### src/b64rle_pkg.sv
// Shared types, constants and the character decode for the base64 span decoder.
// No dependencies; imported by b64rle_span_calc and base64_rle_span_decoder.
package b64rle_pkg;

    localparam int COORD_LIMIT_DEF = 1024;
    localparam int CFG_AW          = 3;
    localparam int CFG_DW          = 32;
    localparam int DIM_W           = 10;

    localparam logic [DIM_W-1:0] FRAME_WIDTH_RST  = 10'd320;
    localparam logic [DIM_W-1:0] FRAME_HEIGHT_RST = 10'd220;

    // register index = paddr[2]
    localparam logic REG_FRAME_WIDTH  = 1'b0;
    localparam logic REG_FRAME_HEIGHT = 1'b1;

    localparam logic [1:0] PHASE_LAST = 2'd3;

    typedef struct packed {
        logic [9:0]  x;
        logic [9:0]  y;
        logic [7:0]  len;
        logic [15:0] color;
        logic        past;
        logic        last;
    } t_span;

    typedef struct packed {
        logic  one;
        logic  two;
        t_span first;
        t_span second;
    } t_emit;

    function automatic logic [5:0] to_sextet(input logic [7:0] c);
        logic [5:0] s;
        if (c >= 8'h41 && c <= 8'h5A) begin
            s = 6'(c - 8'h41);
        end else if (c >= 8'h61 && c <= 8'h7A) begin
            s = 6'(c - 8'h61 + 8'd26);
        end else if (c >= 8'h30 && c <= 8'h39) begin
            s = 6'(c - 8'h30 + 8'd52);
        end else if (c == 8'h2B) begin
            s = 6'd62;
        end else begin
            s = 6'd63;
        end
        return s;
    endfunction

endpackage

### src/b64rle_span_calc.sv
// Combinational group assembly and span split for one character.
// Depends on b64rle_pkg.
module b64rle_span_calc #(
    parameter int ROW_W   = 10,
    parameter int ROW_MAX = 1023
) (
    input  logic [7:0]                 i_char,
    input  logic                       i_start,
    input  logic [1:0]                 i_phase,
    input  logic [17:0]                i_held,
    input  logic [9:0]                 i_col,
    input  logic [ROW_W-1:0]           i_row,
    input  logic [9:0]                 i_frame_width,
    input  logic [9:0]                 i_frame_height,
    output logic [1:0]                 o_phase,
    output logic [17:0]                o_held,
    output logic [9:0]                 o_col,
    output logic [ROW_W-1:0]           o_row,
    output b64rle_pkg::t_emit          o_emit
);
    import b64rle_pkg::*;

    localparam int CW = (ROW_W > 10) ? ROW_W : 10;
    localparam logic [ROW_W-1:0] RMAX = ROW_W'(ROW_MAX);

    logic [5:0]       sext;
    logic [1:0]       ph;
    logic [17:0]      held;
    logic [9:0]       col;
    logic [ROW_W-1:0] row;
    logic [7:0]       rem, rem2, len1, len2;
    logic [15:0]      color;
    logic [9:0]       w, col0, avail1, col1;
    logic [ROW_W-1:0] row0, row1, row0_inc, row1_inc, row_wrap;
    logic [10:0]      sum1;
    logic             two;
    logic [CW-1:0]    row0_x, row1_x, fh_x;

    always_comb begin
        sext = to_sextet(i_char);
        ph   = i_start ? 2'd0 : i_phase;
        held = i_start ? 18'd0 : i_held;
        col  = i_start ? 10'd0 : i_col;
        row  = i_start ? '0 : i_row;

        rem   = {held[17:12], held[11:10]};
        color = {held[9:6], held[5:0], sext};
        w     = (i_frame_width == 10'd0) ? 10'd1 : i_frame_width;

        row_wrap = (row < RMAX) ? row + 1'b1 : RMAX;
        col0     = (col >= w) ? 10'd0 : col;
        row0     = (col >= w) ? row_wrap : row;
        row0_inc = (row0 < RMAX) ? row0 + 1'b1 : RMAX;

        avail1 = w - col0;
        len1   = ({2'b00, rem} < avail1) ? rem : avail1[7:0];
        sum1   = {1'b0, col0} + {3'b000, len1};
        col1   = (sum1 >= {1'b0, w}) ? 10'd0 : sum1[9:0];
        row1   = (sum1 >= {1'b0, w}) ? row0_inc : row0;
        row1_inc = (row1 < RMAX) ? row1 + 1'b1 : RMAX;

        rem2 = rem - len1;
        two  = (rem2 != 8'd0);
        len2 = ({2'b00, rem2} < w) ? rem2 : w[7:0];

        row0_x = CW'(row0);
        row1_x = CW'(row1);
        fh_x   = CW'(i_frame_height);

        o_emit.first.x      = col0;
        o_emit.first.y      = row0_x[9:0];
        o_emit.first.len    = len1;
        o_emit.first.color  = color;
        o_emit.first.past   = (row0_x >= fh_x);
        o_emit.first.last   = !two;
        o_emit.second.x     = 10'd0;
        o_emit.second.y     = row1_x[9:0];
        o_emit.second.len   = len2;
        o_emit.second.color = color;
        o_emit.second.past  = (row1_x >= fh_x);
        o_emit.second.last  = 1'b1;
        o_emit.one          = 1'b0;
        o_emit.two          = 1'b0;

        o_col = col;
        o_row = row;
        if (ph != PHASE_LAST) begin
            o_phase = ph + 2'd1;
            o_held  = {held[11:0], sext};
        end else begin
            o_phase = 2'd0;
            o_held  = 18'd0;
            if (rem != 8'd0) begin
                o_emit.one = 1'b1;
                o_emit.two = two;
                if (!two) begin
                    o_col = col1;
                    o_row = row1;
                end else if ({2'b00, len2} >= w) begin
                    o_col = 10'd0;
                    o_row = row1_inc;
                end else begin
                    o_col = {2'b00, len2};
                    o_row = row1;
                end
            end
        end
    end

endmodule

### src/base64_rle_span_decoder.sv
// Base64 run-length RGB565 span decoder, top level.
// Depends on b64rle_pkg and b64rle_span_calc.
//
// Input channel (i_in_valid / o_in_ready) takes one base64 character per
// transfer with a frame_start flag. Every fourth character closes a group
// that yields up to two spans on the output channel (o_out_valid /
// i_out_ready): x, y, length, RGB565 color, past-frame flag and a last-span
// mark. Groups with a zero count give no span.
// A character is registered at transfer, decoded from that input register,
// and its first span is registered into the output span register.
// Throughput: one character per cycle while the receiver keeps up. A group
// that splits at a row end gives its two spans on consecutive cycles when
// the receiver is ready; the second waits in a holding register, which
// drains before the next group can close, so the input does not stall.
// A stalled output keeps its spans; characters that do not close a group
// keep flowing, and a group-closing character that finds no room waits in
// the input register with o_in_ready low. Reset clears the position, the
// group and all valids and loads frame width 320 and frame height 220.
// Configure through the APB port (0x0 width, 0x4 height) only while idle; the block does not enforce this.
module base64_rle_span_decoder #(
    parameter int COORD_LIMIT = b64rle_pkg::COORD_LIMIT_DEF
) (
    input  logic                            i_clk,
    input  logic                            i_rst_n,
    input  logic                            i_in_valid,
    output logic                            o_in_ready,
    input  logic [7:0]                      i_code_char,
    input  logic                            i_frame_start,
    output logic                            o_out_valid,
    input  logic                            i_out_ready,
    output logic [9:0]                      o_span_x,
    output logic [9:0]                      o_span_y,
    output logic [7:0]                      o_span_length,
    output logic [15:0]                     o_span_color,
    output logic                            o_past_frame,
    output logic                            o_last_span,
    input  logic                            psel,
    input  logic                            penable,
    input  logic                            pwrite,
    input  logic [b64rle_pkg::CFG_AW-1:0]   paddr,
    input  logic [b64rle_pkg::CFG_DW-1:0]   pwdata,
    output logic [b64rle_pkg::CFG_DW-1:0]   prdata,
    output logic                            pready
);
    import b64rle_pkg::*;

    localparam int ROW_W = $clog2(COORD_LIMIT);

    logic             r_a_valid, r_a_start;
    logic [7:0]       r_a_char;
    logic [1:0]       r_phase, n_phase;
    logic [17:0]      r_held, n_held;
    logic [9:0]       r_col, n_col;
    logic [ROW_W-1:0] r_row, n_row;
    logic [9:0]       r_fw, r_fh;
    t_span            r_o, r_p;
    logic             r_o_valid, r_p_valid;
    t_emit            emit;
    logic             room, fire, take, cfg_wr;

    b64rle_span_calc #(
        .ROW_W   (ROW_W),
        .ROW_MAX (COORD_LIMIT - 1)
    ) u_calc (
        .i_char         (r_a_char),
        .i_start        (r_a_start),
        .i_phase        (r_phase),
        .i_held         (r_held),
        .i_col          (r_col),
        .i_row          (r_row),
        .i_frame_width  (r_fw),
        .i_frame_height (r_fh),
        .o_phase        (n_phase),
        .o_held         (n_held),
        .o_col          (n_col),
        .o_row          (n_row),
        .o_emit         (emit)
    );

    assign take       = r_o_valid && i_out_ready;
    assign room       = !r_p_valid && (!r_o_valid || i_out_ready);
    assign fire       = r_a_valid && (!emit.one || room);
    assign o_in_ready = !r_a_valid || fire;

    assign o_out_valid   = r_o_valid;
    assign o_span_x      = r_o.x;
    assign o_span_y      = r_o.y;
    assign o_span_length = r_o.len;
    assign o_span_color  = r_o.color;
    assign o_past_frame  = r_o.past;
    assign o_last_span   = r_o.last;

    assign pready = 1'b1;
    assign cfg_wr = psel && penable && pwrite;
    always_comb begin
        unique case (paddr[2])
            REG_FRAME_WIDTH:  prdata = CFG_DW'(r_fw);
            REG_FRAME_HEIGHT: prdata = CFG_DW'(r_fh);
            default:          prdata = '0;
        endcase
    end

    always_ff @(posedge i_clk) begin
        if (!i_rst_n) begin
            r_a_valid <= 1'b0;
            r_o_valid <= 1'b0;
            r_p_valid <= 1'b0;
            r_phase   <= 2'd0;
            r_held    <= 18'd0;
            r_col     <= 10'd0;
            r_row     <= '0;
            r_fw      <= FRAME_WIDTH_RST;
            r_fh      <= FRAME_HEIGHT_RST;
        end else begin
            if (o_in_ready) begin
                r_a_valid <= i_in_valid;
            end
            if (fire) begin
                r_phase <= n_phase;
                r_held  <= n_held;
                r_col   <= n_col;
                r_row   <= n_row;
            end
            if (fire && emit.one) begin
                r_o_valid <= 1'b1;
                r_p_valid <= emit.two;
            end else if (take) begin
                r_o_valid <= r_p_valid;
                r_p_valid <= 1'b0;
            end
            if (cfg_wr && paddr[2] == REG_FRAME_WIDTH) begin
                r_fw <= pwdata[9:0];
            end
            if (cfg_wr && paddr[2] == REG_FRAME_HEIGHT) begin
                r_fh <= pwdata[9:0];
            end
        end
    end

    always_ff @(posedge i_clk) begin
        if (o_in_ready && i_in_valid) begin
            r_a_char  <= i_code_char;
            r_a_start <= i_frame_start;
        end
        if (fire && emit.one) begin
            r_o <= emit.first;
            r_p <= emit.second;
        end else if (take && r_p_valid) begin
            r_o <= r_p;
        end
    end

`ifndef SYNTH
    a_pend_has_head: assert property (@(posedge i_clk) disable iff (!i_rst_n)
        r_p_valid |-> r_o_valid)
        else $error("second span held without a first span");

    a_first_has_second: assert property (@(posedge i_clk) disable iff (!i_rst_n)
        (o_out_valid && !o_last_span) |-> r_p_valid)
        else $error("non-final span without a following span");

    a_second_follows: assert property (@(posedge i_clk) disable iff (!i_rst_n)
        (o_out_valid && i_out_ready && !o_last_span) |=> (o_out_valid && o_last_span))
        else $error("second span did not follow the first");

    a_len_nonzero: assert property (@(posedge i_clk) disable iff (!i_rst_n)
        o_out_valid |-> (o_span_length != 8'd0))
        else $error("zero-length span");
`endif

endmodule
### config.mk
export PLATFORM = sky130hd
export DESIGN_NAME = base64_rle_span_decoder
export DESIGN_NICKNAME = d
export VERILOG_FILES = /design/src/b64rle_pkg.sv /design/src/b64rle_span_calc.sv /design/src/base64_rle_span_decoder.sv
export SDC_FILE = /design/constraint.sdc
export NUM_CORES = 1
export LEC_CHECK = 0
export BUFFER_PORTS_ARGS = -buffer_cell sky130_fd_sc_hd__buf_2
export CORE_MARGIN = 1
export CORE_UTILIZATION = 55
export CTS_BUF_LIST = sky130_fd_sc_hd__clkbuf_4
export DETAILED_ROUTE_END_ITERATION = 16
export GPL_TIMING_DRIVEN = 0
export PLACE_DENSITY = 0.79
export SETUP_SLACK_MARGIN = 0.4
export SLEW_MARGIN = 25
export SYNTH_ARGS = -nofsm -noshare
export SYNTH_HDL_FRONTEND = slang
export SYNTH_SLANG_ARGS = --single-unit
### constraint.sdc
create_clock -name i_clk -period 9.8 [get_ports i_clk]
set_clock_uncertainty 0.2 [all_clocks]
set_input_delay 1.96 -clock i_clk [delete_from_list [all_inputs] [get_ports i_clk]]
set_output_delay 1.96 -clock i_clk [all_outputs]
set_load 0.02 [all_outputs]
; ---- After elaboration in Yosys (flattened, before gate mapping)
; Index checks and enable logic that the tools add are counted.
[classes]
n_addsub = 12
n_lt_le_gt_ge = 16
eq_ne = 2
muxes = 37
bitwise = 1
reduce_logical = 26
[ops]
columns = operator, n
row1 = $mux W10, 17
row2 = $mux W46, 2
row3 = $pmux W32 S2, 1
row4 = $mux W18, 2
row5 = $add A10 B1 Y10 const B, 3
row6 = $ge A10 B10 Y1, 3
row7 = $lt A10 B10 Y1 const B, 3
row8 = $mux W8, 3
row9 = $lt A8 B10 Y1, 2
row10 = $mux W6, 3
row11 = $ge A8 B7 Y1 const B, 2
row12 = $le A8 B7 Y1 const B, 2
row13 = $reduce_bool A8 Y1, 2
row14 = $logic_and A1 B1 Y1, 13
row15 = $sub A6 B6 Y6 const B, 2
row16 = $add A10 B8 Y11, 1
row17 = $ge A11 B10 Y1, 1
row18 = $ge A8 B10 Y1, 1
row19 = $logic_not A10 Y1, 1
row20 = $sub A10 B10 Y10, 1
row21 = $eq A8 B6 Y1 const B, 1
row22 = $ge A8 B6 Y1 const B, 1
row23 = $le A8 B6 Y1 const B, 1
row24 = $mux W2, 4
row25 = other kinds (11), 22
[word_totals]
register_bits = 153
in_bits = 51
out_inout_bits = 81
word_cells = 115

; ---- Depth between registers and ports, before layout
[logic_depth]
depth_word = 16
depth_mapped = 60
mapped_depth_nobuf = 58

; ---- Modules after synthesis
; Synthesis repeated with hierarchy kept, for this count alone.
[unflattened]
hier_cells = 1209
hier_area_um2 = 11745.0
[by_module_without_submodules]
columns = module, instances, cells_each, area_per_inst_um2, seq_area_each_um2
row1 = base64_rle_span_decoder, 1, 459, 6339.8, 4294.1
row2 = b64rle_span_calc, 1, 750, 5405.2, 0.0

; ---- Least setup slack after synthesis
; No wires, ideal clock.
[synth_path]
kind = reg2reg
start = register r_fw[4]
end = register r_p[1] (netlist bit), data pin
setup_ns = 0.257
arrival_ns = 10.092
required_time_ns = 9.343
slack_ns = -0.749
stages_incl_launch_ff = 59
path_buffers = 1
period_less_slack_ns = 10.549
path_cell_list = dfxtp_1 or4_1 nor4_1 a21o_1 ha_1 nor2_1 a21oi_1 o21ai_2 nand2_2 nor2_1 nand2_1 ha_1 nor2b_1 o31a_1 nor2_1 nor2_1 nor2_1 xnor2_1 (+23 left out) a21boi_2 and3_1 buf_4 nand3_1 and2_1 ha_1 nand2b_1 a21o_1 a21o_1 a21o_1 a21oi_1 nor2b_1 o21ai_0 nand2b_1 a21oi_1 nor2b_1 o21ai_0 nand2b_1
[synth_rtl]
columns = element, line_no
row1 = "start, declared", base64_rle_span_decoder.sv:55  ; logic [9:0] r_fw, r_fh;
row2 = "start signal, assigned", base64_rle_span_decoder.sv:132  ; r_fw <= pwdata[9:0];
row3 = "end signal, assigned", base64_rle_span_decoder.sv:147  ; r_p <= emit.second;
row4 = "end, declared", base64_rle_span_decoder.sv:56  ; t_span r_o, r_p;

==> results.md <==
* Startpoint types: flip-flop
* Netlist Area Pre-Place at between 10000 and 15000 um^2
* Status: finished with violations
* Power per cell area at a little under 100 nW/um^2
* Critical R2R Launch: r_fw[5]$_SDFFE_PN0P_
* Synth warn at 0
* Lkg Pwr at ~5.4 nW
* Core area at 18200 um^2
* Setup WS post-layout at -0.289 ns
* Die Area at approximately 19000 um^2
* Share of cells above drive strength 1 at 0.243
* Pin count of the biggest net entering global routing at 47
* Initial Util at 0.569
* Post-synth ARST share at 0
* Seq pwr share at 0.558
* FP Rows at 49
* Critical path arrival at slightly above 10 ns
* Filler cells at around 1400
* CP Depth at about 60
* RSZ-0062 raised after global routing: yes
* WHS Endpoint: r_phase[1]$_SDFFE_PN0P_
* Critical R2R Capture: r_p[1]$_DFFE_PP_
* Via count at around 9600
* Internal power at 0.000859 W
* CP most frequent cell: a21oi_2
* R2R setup slack at -0.29 ns
* Vias in the first global route at slightly below 9000
* Remaining DRCs at 8
* Start point of the worst min-delay path: r_phase[1]$_SDFFE_PN0P_
* Post-synthesis sequential area ratio at 0.383
* Nets at about 1500
* Setup crit end kind: flip-flop
* R2r worst-path depth at slightly below 60
* Initial DRC Count at between 900 and 1000
* Avg Inst Size Synth at approximately 8.7 um^2
* Count of cell types in the netlist at 86
* DP HPWL at 21.1 mm
* Critical path data required time at 9.99 ns
* Fmax at roughly 99 MHz
* CTS Hold Bufs at 0
* Clk root buf: clkbuf_4
* Most frequent cells in the layout: nand2_1 (181), edfxtp_1 (90), ha_1 (88), buf_2 (85), a21oi_1 (83)
* Clock power share at 0.310
* Die Span X at 139 um
* CP delay by family, top: compound AO/OA/AOI/OAI gates
* Maximum vdd drop at 0.0719 mV
* DP Area at 11400 um^2
* WS Path Type: reg -> reg
* Hold depth at 2
* Worst slew pin tran at 1.08 ns
* IO Port Bufs at 83
* Avg WL per Cell at between 15 and 20 um
* Routability Congestion at 0.960
* Gate Count Post-Synth at approximately 1200
* Max-Cap Viols at 0
* Top_reg_cell synth: edfxtp_1
* Crit-path slowest cell: or4_4
* TritonCTS Buffers at 17
* WL final at 29.9 mm
* Comb pwr share at 0.132
* Pwr Total at between 0.001 and 0.0015 W
* Register Area at 3970 um^2
* Sw Ratio at 0.306
* Worst-path clk slew at 0.17 ns
* Clock sinks at 153
* Buf/Inv on CP at 4
* Routed Antenna Nets at 0
* DR vias/cell at 5.96
* Post-route insts no fill at 1606
* CTS max path bufs at 2
* Io pins at approximately 130
* Max Slew Vio Count at 0
* Post-placement cell count at approximately 1500
* Max_slew headroom at 0.271
* Register bit total from synthesis at 153
* Number of detailed-route iterations in the first pass at 13
* Initial antenna violation count at 1
* Grt total ovfl at 0
* Synth-to-layout area growth at 20.5%
* Final setup violation count at 13
* CP max stage delay at 0.54 ns
* First-pass GRT wire length at 45.8 mm
* Post-synth EDFFs at 90
* Failing checks: design-rule violations, negative setup slack
* Commonest non-fill, non-tap cell in the layout: nand2_1
* Worst hold margin at roughly 0.27 ns
* GRT Util Overall at 0.306
* H-tree Lvls at 4
* Worst-skew pair later-pin latency at ~0.60 ns
* Crit-path max FO at 5
* CTS tree: yes
* Multi-input logic area at between 6000 and 7000 um^2
* Final count of hold timing violations at 0
* P_sw at roughly 0.00038 W
* Hold WC Path Type: reg -> reg
* Die Y-Extent at ~140 um
* Final worst-path cycle share at 1.03
* Final Critical Period at 10.09 ns
* Worst slack, placed at -1.32 ns
* Final Instance Area at 12500 um^2
* Crit path launch: r_fw[5]$_SDFFE_PN0P_
==> cell type report <==
class                   count  share of cell area
diodes                      1            0.000200
plain buffers              74              0.0328
clock buffers              18              0.0108
clock inverters            14              0.0107
inverters                  87              0.0264
multi-input cells         896               0.512
flip-flops and latches    153               0.318
well taps                 229              0.0229
repair buffers            134              0.0665
==> worst register-to-register path, delay by kind of cell (launching register included) <==
kind	cells	cell delay [ns]
adder cells (fa/ha/maj)	7	1.67
multiplexers	1	0.37
AND/OR/NAND/NOR	21	2.94
flip-flops	1	0.35
XOR/XNOR	2	0.36
buffers and inverters	4	0.39
AO/OA/AOI/OAI	24	3.62
==> logic make-up after synthesis <==
logic type | after synthesis | share of synthesized area
and+or+nand+nor | 428 | 0.192
AOI/OAI and AO/OA | 292 | 0.182
buffers and inverters | 161 | 0.0682
DFF | 153 | 0.383
adders and majority gates | 102 | 0.125
xor gates and xnor gates | 30 | 0.0272
muxes | 21 | 0.0219
other | 2 | 0.000725
==> synthesized netlist by cell type (all sizes together) (3+ instances only) <==
cell type  count  area share
nand2        187       0.068
a21oi        101       0.049
xor2           9      0.0076
a31oi          7      0.0042
fa             3      0.0058
inv           86       0.031
nor3          23       0.012
clkbuf        35       0.013
or3            5      0.0035
o21ai         72       0.035
ha            99        0.12
a211oi         6      0.0053
o31a           3      0.0025
mux2           7      0.0076
nand2b        17       0.010
o31ai          3      0.0022
a22oi         10      0.0077
and2          10      0.0060
nor2b         32       0.020
nor2          92       0.033
a31o           3      0.0025
o2bb2ai        3      0.0025
dfxtp         63        0.12
buf           39       0.024
or4            5      0.0036
nor4           8      0.0054
mux2i         14       0.014
xnor2         21       0.020
edfxtp        90        0.26
o22ai          8      0.0048
nand4          9      0.0054
a21o          24       0.017
o32ai          3      0.0040
and3          10      0.0065
a221oi         3      0.0031
nand3         24       0.012
o211ai        15       0.011
o21a           6      0.0043
o21bai         3      0.0022
==> per-layer routing <==
layer / GRT usage / vias to the layer above / routed length (um) / part of all wire
met2: 0.485 / 500 / 13700 / 0.46
met3: 0.0664 / 83 / 2770 / 0.092
met1: 0.411 / 4483 / 12600 / 0.42
met5: 0 / - / 0 / 0
met4: 0.111 / 0 / 899 / 0.030
li1: - / 4505 / - / -
==> power groups by stage <==
stage | logic, W | clock network, W | registers, W
global placement | 0.000135 | 0 | 0.000704
floorplan | 0.000101 | 0 | 0.000702
finish | 0.000163 | 0.000384 | 0.000691
CTS | 0.000152 | 0.000385 | 0.000691
detailed placement | 0.000138 | 0 | 0.000705
global route | 0.000175 | 0.000410 | 0.000692
==> worst max path at each step <==
stage                     slack, ns                     to
after floorplan                0.35       r_p[1]$_DFFE_PP_
after global placement        -1.19  r_row[7]$_SDFFE_PN0P_
after detailed placement      -1.32  r_row[7]$_SDFFE_PN0P_
after CTS                     -0.05       r_p[1]$_DFFE_PP_
after global routing          -0.61       r_p[1]$_DFFE_PP_
final                         -0.29       r_p[1]$_DFFE_PP_
==> per-stage QoR <==
step,setup TNS (ns),util
after global routing,-7.53,0.686
final,-2.59,0.686
after CTS,-0.115,0.667
after floorplan,0,-
after global placement,-16.93,0.624
after detailed placement,-19.98,0.625
==> sequential cells by signal, summed over array words and instances (netlist names) <==
signal / flops
o_past_frame: 1
o_last_span: 1
r_a_valid: 1
o_span_y: 10
r_a_char: 8
o_span_color: 16
r_row: 10
r_phase: 2
r_a_start: 1
o_out_valid: 1
o_span_length: 8
r_fw: 10
o_span_x: 10
r_held: 18
r_p_valid: 1
r_fh: 10
r_p: 35
r_col: 10
==> what timing repair did <==
action,in CTS,in global routing
resized for setup,63,39
setup endpoints to repair,30,20
buffers inserted,31,19
endpoints found under the hold margin,0,0
pin swaps,56,36
(Power assumes the default switching activity.)
